<file path="src/sv/t2dfl_pkg.sv">
package t2dfl_pkg;

   localparam logic signed [31:0] Q16_ONE         = 32'sh0001_0000;
   localparam logic signed [31:0] NOT_FOUND_VALUE = 32'sd666;

   localparam logic [1:0] ST_FOUND     = 2'd0;
   localparam logic [1:0] ST_NOT_FOUND = 2'd1;
   localparam logic [1:0] ST_STORED    = 2'd2;
   localparam logic [1:0] ST_FULL      = 2'd3;

   localparam logic OP_APPEND = 1'b0;
   localparam logic OP_QUERY  = 1'b1;

   typedef struct packed {
      logic               opcode;
      logic signed [31:0] row_key;
      logic signed [31:0] col_key;
      logic signed [31:0] entry_value;
   } req_type;

   typedef struct packed {
      logic signed [31:0] lookup_value;
      logic [1:0]         status;
   } rsp_type;

   // Commands from the controller to the datapath.
   typedef struct packed {
      logic capture;
      logic decode;
      logic scan_start;
      logic rd_issue;
      logic pass2;
      logic clamp;
      logic finish;
   } cmd_type;

   // Status from the datapath to the controller.
   typedef struct packed {
      logic is_query;
      logic count_zero;
      logic addr_last;
      logic rsp_free;
   } stat_type;

endpackage

</file>
<file path="src/sv/t2dfl_ctrl.sv">
module t2dfl_ctrl (
   input  logic                clock,
   input  logic                reset,
   input  logic                req_valid,
   output logic                req_stall,
   input  t2dfl_pkg::stat_type stat_i,
   output t2dfl_pkg::cmd_type  cmd_o
);

   typedef enum logic [2:0] {
      S_IDLE, S_DECODE, S_SCAN1, S_WAIT1, S_CLAMP, S_SCAN2, S_WAIT2, S_FINISH
   } state_type;

   state_type state_ff;
   logic      stall_ff;
   logic      accept;

   assign req_stall = stall_ff;
   assign accept    = req_valid && !stall_ff;

   always_comb begin
      cmd_o            = '0;
      cmd_o.capture    = accept;
      cmd_o.decode     = (state_ff == S_DECODE);
      cmd_o.scan_start = (state_ff == S_DECODE) || (state_ff == S_CLAMP);
      cmd_o.rd_issue   = (state_ff == S_SCAN1) || (state_ff == S_SCAN2);
      cmd_o.pass2      = (state_ff == S_SCAN2);
      cmd_o.clamp      = (state_ff == S_CLAMP);
      cmd_o.finish     = (state_ff == S_FINISH);
   end

   always_ff @(posedge clock) begin
      if (reset) begin
         state_ff <= S_IDLE;
         stall_ff <= 1'b0;
      end else begin
         unique case (state_ff)
            S_IDLE: begin
               if (accept) begin
                  state_ff <= S_DECODE;
                  stall_ff <= 1'b1;
               end
            end
            S_DECODE: begin
               if (stat_i.is_query && !stat_i.count_zero) begin
                  state_ff <= S_SCAN1;
               end else begin
                  state_ff <= S_FINISH;
               end
            end
            S_SCAN1: begin
               if (stat_i.addr_last) begin
                  state_ff <= S_WAIT1;
               end
            end
            S_WAIT1: state_ff <= S_CLAMP;
            S_CLAMP: state_ff <= S_SCAN2;
            S_SCAN2: begin
               if (stat_i.addr_last) begin
                  state_ff <= S_WAIT2;
               end
            end
            S_WAIT2: state_ff <= S_FINISH;
            S_FINISH: begin
               if (stat_i.rsp_free) begin
                  state_ff <= S_IDLE;
                  stall_ff <= 1'b0;
               end
            end
            default: state_ff <= S_IDLE;
         endcase
      end
   end

endmodule

</file>
<file path="config.mk">
export PLATFORM = sky130hd
export DESIGN_NAME = t2dfl_ctrl
export DESIGN_NICKNAME = d
export VERILOG_FILES = /design/src/sv/t2dfl_pkg.sv /design/src/sv/t2dfl_ctrl.sv
export SDC_FILE = /design/constraint.sdc
export NUM_CORES = 1
export LEC_CHECK = 0
export BUFFER_PORTS_ARGS = -buffer_cell sky130_fd_sc_hd__buf_2
export CAP_MARGIN = 40
export CORE_AREA = 3 3 40 42
export CTS_BUF_LIST = sky130_fd_sc_hd__clkbuf_8
export DETAILED_ROUTE_END_ITERATION = 6
export DIE_AREA = 0 0 43 45
export SKIP_LAST_GASP = 1
export SYNTH_ARGS = -nofsm -noshare
export SYNTH_HDL_FRONTEND = slang
export SYNTH_SLANG_ARGS = --single-unit
</file>
<file path="constraint.sdc">
create_clock -name clock -period 1.6 [get_ports clock]
set_input_delay 0.16 -clock clock [delete_from_list [all_inputs] [get_ports clock]]
set_output_delay 0.16 -clock clock [all_outputs]
set_load 0.05 [all_outputs]
</file>
==> impl_results.md, run 1 <==
* Hold Buf Count CTS at 0
* Mapped Area at 319 um2
* CTS clk-pin slew, worst paths at 0.03 ns
* Top cells by count, synth: a21oi_1 (4), dfxtp_1 (4), inv_1 (3), nand2_1 (3), nor2_1 (3)
* Global-route wire length before repair at 1180 um
* CP Max Fanout at 9
* Initial Utilization at 24.8%
* Crit path cell chain: buf_4 -> and2_1 -> or2_2 -> buf_2
* Placed Cells at 67
* Final setup TNS at 0 ns
* Die Y at roughly 45 um
* Clock Skew at slightly above 0.003 ns
* CP Data Arrival Time at roughly 1.4 ns
* Syn Nets at 46
* Fillers at 145
* Die ar. at 1940 um2
* DRC Markers at 0
* Asr flop ratio synth at 0%
* Initial antenna violation count at 0
* Vias in the first global route at 268
* Antenna diodes at 0
* Total Routed Length at 860 um
* Place WS at 0.136 ns
* Ranking of synthesized cells by area: dfxtp_1 (25%), mux2_4 (9.4%), a21oi_1 (6.3%)
* WL per Instance at 12.3 um
* Worst Hold Class: primary input to flop
* Gpl congestion at 0.687
* Top-area cell type share of the netlist area at 25.1%
* ANT nets after route at 0
* Dominant cell type by area after synthesis: dfxtp_1
* CP Launch Type: flop
* Crit path buf inv count at 2
* Die boundary width at approximately 43 um
* Max_slew headroom at 76.0%
* Clock tree from TritonCTS: yes
* Setup bufs post-CTS at 0
* Critical path class: flop to output pin
* Final Critical Period at 1.53 ns
* Via density at 4.80
* Period utilization at 95.9%
* Outcome: completed
* Core outline area at 1280 um2
* # IOs at 15
* Pwr Density at 2390 nW/um2
* Worst vdd ir at 0.000778 V
* Tot GR Track Use at 9.25%
* Critical-path cell with the highest stage delay: dfxtp_2
* Clock Tree Buf Depth at 2
* Grt total ovfl at 0
* Leakage power at 0.218 nW
* Rows at 13
* Largest net degree at the start of global routing at 10
* Max Fclk at 652 MHz
* Layout cells sized above 1 at ~56%
* Max Slew Vio Count at 0
* Fin. Hold Viols at 0
* Syn avg cell area at 8.18 um2
* Starting DRC count in detailed routing at 6
* Final cell count without fillers at 70
* Final core occ at 35.4%
* RSZ-0062 raised after global routing: false
* Storage cell area at between 80 and 90 um2
* CP delay by family, top: simple AND/OR/NAND/NOR gates
* Final Cell Area at ~460 um2
* Synth Flop Type: dfxtp_1
* H-Tree Depth at 1
* Synth Instances at 39
* Slowest cell delay on critical path at 0.36 ns
* Final worst slack at 0.0651 ns
* Number of flops mapped to enable cells by yosys at 0
* DR vias at 336
* Synth unique cells at 25
* Pre-antenna DRT Iters at 2
* Clk_lat worst skew at 0.23 ns
* Final net count at 64
* Multi-input logic area at 214 um2
* Sequential area share after synthesis at approximately a quarter
* Detail Placement HPWL at 607 um
* Yosys reg bits at 4
* CTS root buf: clkbuf_8
* Endpoints failing setup at 0
* CP Capture Type: output pin
* Worst EP required at roughly 1.4 ns
* Num Clock Sinks at 4
* Layout Area Growth over Synthesis at 42.7%
* CTS Buf Count at 3
* MaxCap Viol Count at 0
* IO Port Bufs at 14
* Count of warnings emitted by yosys at 0
* Measured slew at the worst slew-check pin at 0.355 ns
* Dpl cell area at 410 um2
[final timing paths]
check | start | slack [ns] | cells past startpoint | end
setup / recovery | state_ff[0]$_SDFFE_PP0P_ | 0.07 | 4 | cmd_o[4]
hold / removal | reset | 0.17 | 2 | state_ff[1]$_SDFFE_PP0P_
setup reg to reg | state_ff[2]$_SDFFE_PP0P_ | 0.16 | 3 | state_ff[0]$_SDFFE_PP0P_
hold reg to reg | req_stall$_SDFFE_PP0P_ | 0.48 | 2 | req_stall$_SDFFE_PP0P_
[routing by layer]
layer / track usage (%) / part of all wire (%) / vias to the layer above
li1: - / - / 169
met1: 9.42 / 44 / 150
met2: 12.3 / 43 / 14
met3: 7.57 / 11 / 3
met4: 7.23 / 2.3 / 0
met5: 0 / 0 / -
[layout by cell type, fill, tap and decap left out]
master / Yosys / routed
nor2_1: 3 / 3
mux2_4: 2 / 2
and3b_2: 0 / 1
or2b_1: 1 / 1
clkbuf_8: 0 / 3
and2b_1: 1 / 1
a311oi_1: 1 / 1
o21ai_0: 1 / 1
nand2b_1: 1 / 1
nand3_1: 1 / 1
o221ai_2: 1 / 1
o311ai_0: 1 / 1
buf_4: 2 / 2
and2_1: 1 / 1
buf_2: 0 / 14
or4_4: 1 / 1
dfxtp_2: 0 / 4
nor2b_1: 1 / 1
nor2_2: 1 / 1
nor3_4: 0 / 1
nor3b_1: 1 / 1
a21oi_1: 4 / 4
nand2_1: 3 / 3
inv_1: 3 / 3
a211oi_1: 1 / 1
or2_2: 1 / 1
[flip-flops by register name, summed over array words and instances, names as in the netlist]
register and count:
req_stall 1, state_ff 3
[cell type report]
type                            count  area share, %
Inverter                            3           2.47
Clock buffer                        3           9.07
Multi-Input combinational cell     29           47.0
Tap cell                           15           4.12
Sequential cell                     4           18.7
Timing Repair Buffer               16           18.7
[timing repair]
item | in CTS | in global routing
endpoints found under the setup margin | 1 | 1
cloned | 0 | 0
resized for setup | 1 | 2
[power breakdown]
part	internal, mW	switching [mW]	total [mW]
combinational	0.232	0.408	0.640
clock	0.161	0.0634	0.225
sequential	0.149	0.0743	0.223
[cell families (layout without fill, tap and decap cells)]
kind of cell | count (synthesis) | after routing | share of synthesized area, %
multiplexers | 2 | 2 | 9.41
flip-flops | 4 | 4 | 25.1
AND/OR/NAND/NOR | 18 | 18 | 33.3
buffers and inverters | 6 | 22 | 11.8
AO/OA/AOI/OAI | 9 | 9 | 20.4
[per-stage QoR]
stage | total power, mW | hold slack (ns)
floorplan | 0.749 | 0.225
global placement | 0.846 | 0.397
detailed placement | 0.853 | 0.393
CTS | 1.08 | 0.165
global route | 1.15 | 0.171
finish | 1.09 | 0.174
Note: power is estimated with default switching activity, not from simulation.
==> inputs of run 2 (changes only) <==
CTS_BUF_LIST = default   (was sky130_fd_sc_hd__clkbuf_8)
==> run 2 against run 1 <==
Compared with the run above:
- power decreased by 7.4%
- core utilization fell by 1.3 points
- sequential share of layout area is 0.69 points higher
- critical path type unchanged
==> impl_results.md, run 2 (synthesized netlist as in run 1, its figures left out) <==
* Commonest non-fill, non-tap cell in the layout: buf_2
* FF-to-FF path depth at 3 (unchanged)
* Final cell count without fillers at 70 (unchanged)
* M2 GR Usage at 12.0% (-0.30 points)
* # IOs at 15 (unchanged)
* CTS root buf: clkbuf_4
* Global-route wire length before repair at 1140 um (-3.5%)
* Most flop-heavy register: state_ff
* Endpoints failing setup at 0 (unchanged)
* MaxCap Viol Count at 0 (unchanged)
* Period utilization at 96.7% (+0.74 points)
* Most frequent cells in the layout: buf_2 (13), a21oi_1 (4), dfxtp_2 (4)
* Largest net degree at the start of global routing at 10 (unchanged)
* Rows at 13 (unchanged)
* Initial Utilization at 24.8% (unchanged)
* IO Port Bufs at 14 (unchanged)
* Total Routed Length at 824 um (-4.2%)
* Initial antenna violation count at 0 (unchanged)
* DRC Markers at 0 (unchanged)
* Layout Area Growth over Synthesis at 37.6%
* Final setup TNS at 0 ns (unchanged)
* Clock Skew at 0.00531 ns (+0.00220 ns)
* Vias in the first global route at 266 (-0.75%)
* Max_slew headroom at 75.6% (-0.38 points)
* Placed Cells at 67 (unchanged)
* Max reg flops at 3 (unchanged)
* Final net count at 64 (unchanged)
* RSZ-0062 raised after global routing: false
* Met1 usage at 9.42% (unchanged)
* Reg2Reg Capture Point: state_ff[0]$_SDFFE_PP0P_
* Tot GR Track Use at 8.42% (-0.83 points)
* Measured slew at the worst slew-check pin at 0.361 ns (+0.00564 ns)
* CP Data Arrival Time at 1.39 ns (+0.02 ns)
* Routing usage on met3 at 7.57% (unchanged)
* Num Clock Sinks at 4 (unchanged)
* Most Crowded Layer GR: met2
* CP endpoint: cmd_o[4]
* Starting DRC count in detailed routing at 6 (unchanged)
* Grt total ovfl at 0 (unchanged)
* Leakage power at 0.210 nW (-3.4%)
* Fin. Hold Viols at 0 (unchanged)
* Die ar. at 1940 um2 (unchanged)
* Clock tree from TritonCTS: yes
* Core outline area at 1280 um2 (unchanged)
* Pwr Density at 2290 nW/um2 (-4.0%)
* R2r setup slk at 0.16 ns (about the same)
* Worst EP required at 1.44 ns (about the same)
* CP Max Fanout at 9 (unchanged)
* Final core occ at 34.2% (-1.3 points)
* Max Fclk at 647 MHz (-0.76%)
* Clock Tree Buf Depth at 2 (unchanged)
* Antenna diodes at 0 (unchanged)
* CP Launch Type: flop
* Critical path class: flop to output pin
* Final Critical Period at 1.55 ns (+0.0118 ns)
* Hold Buf Count CTS at 0 (unchanged)
* Layout cells sized above 1 at 56.4% (unchanged)
* H-Tree Depth at 1 (unchanged)
* Gpl congestion at 0.687 (unchanged)
* CTS Buf Count at 3 (unchanged)
* Outcome: completed
* Critical R2R Launch: state_ff[2]$_SDFFE_PP0P_
* CTS clk-pin slew, worst paths at 0.04 ns (about the same)
* Setup bufs post-CTS at 0 (unchanged)
* DR vias at 340 (+1.2%)
* Pre-antenna DRT Iters at 2 (unchanged)
* WL per Instance at 11.8 um (-4.2%)
* Via density at 4.86 (+1.2%)
* Die Y at 45 um (unchanged)
* Worst Hold Class: primary input to flop
* Clk_lat worst skew at 0.24 ns (about the same)
* CP Capture Type: output pin
* ANT nets after route at 0 (unchanged)
* Worst vdd ir at 0.000747 V (-4.0%)
* Max Slew Vio Count at 0 (unchanged)
* Die boundary width at 43 um (unchanged)
* Crit path launch: state_ff[0]$_SDFFE_PP0P_
* Detail Placement HPWL at 607 um (unchanged)
==> run 2: cell counts in the layout (fill, tap and decap cells not counted) <==
Identical to the previous run, type by type.
==> run 2: area by class of cell <==
cell class	count	area (um2)
tap	15	18.8
clock buffer	3	22.5
sequential	4	85.1
fill	148	846
inverter	3	11.3
timing repair buffer	16	87.6
multi-input combinational	29	214
==> run 2: how the worst min path moves through the flow <==
stage                     startpoint                       end  cells after the start
final                          reset  state_ff[1]$_SDFFE_PP0P_                      2
after global routing           reset  state_ff[1]$_SDFFE_PP0P_                      2
after CTS                      reset    req_stall$_SDFFE_PP0P_                      2
after detailed placement       reset    req_stall$_SDFFE_PP0P_                      2
after global placement         reset  state_ff[1]$_SDFFE_PP0P_                      2
after floorplan                reset    req_stall$_SDFFE_PP0P_                      1
==> run 2: power by group <==
group	switching [mW]	total (mW)	internal [mW]
Sequential	0.0742	0.223	0.149
Combinational	0.410	0.652	0.242
Clock	0.0474	0.132	0.0843
==> run 2: per-layer routing <==
layer | wire length (um) | vias up
li1 | - | 170
met1 | 383 | 155
met2 | 346 | 15
met3 | 94 | 0
met4 | 0 | 0
met5 | 0 | -
==> run 2: metrics by stage <==
stage                     area (um2)  total power, mW  hold slack, ns  setup slack (ns)
after CTS                        437             1.00           0.142            0.0166
after floorplan                  333            0.749           0.225            0.0483
final                            439             1.01           0.153            0.0533
after global placement           410            0.846           0.397             0.153
after global routing             439             1.07           0.149            0.0125
after detailed placement         410            0.853           0.393             0.136
==> run 2: what timing repair did <==
item,in CTS,in global routing
resized for setup,2,2
setup endpoints to repair,1,1
endpoints found under the hold margin,0,0
==> run 2: worst max-delay path, cell delays in order, from the launching register on <==
cell     delay (ns)
dfxtp_2        0.36
buf_4          0.17
and2_1         0.14
or2_2          0.29
buf_4          0.19
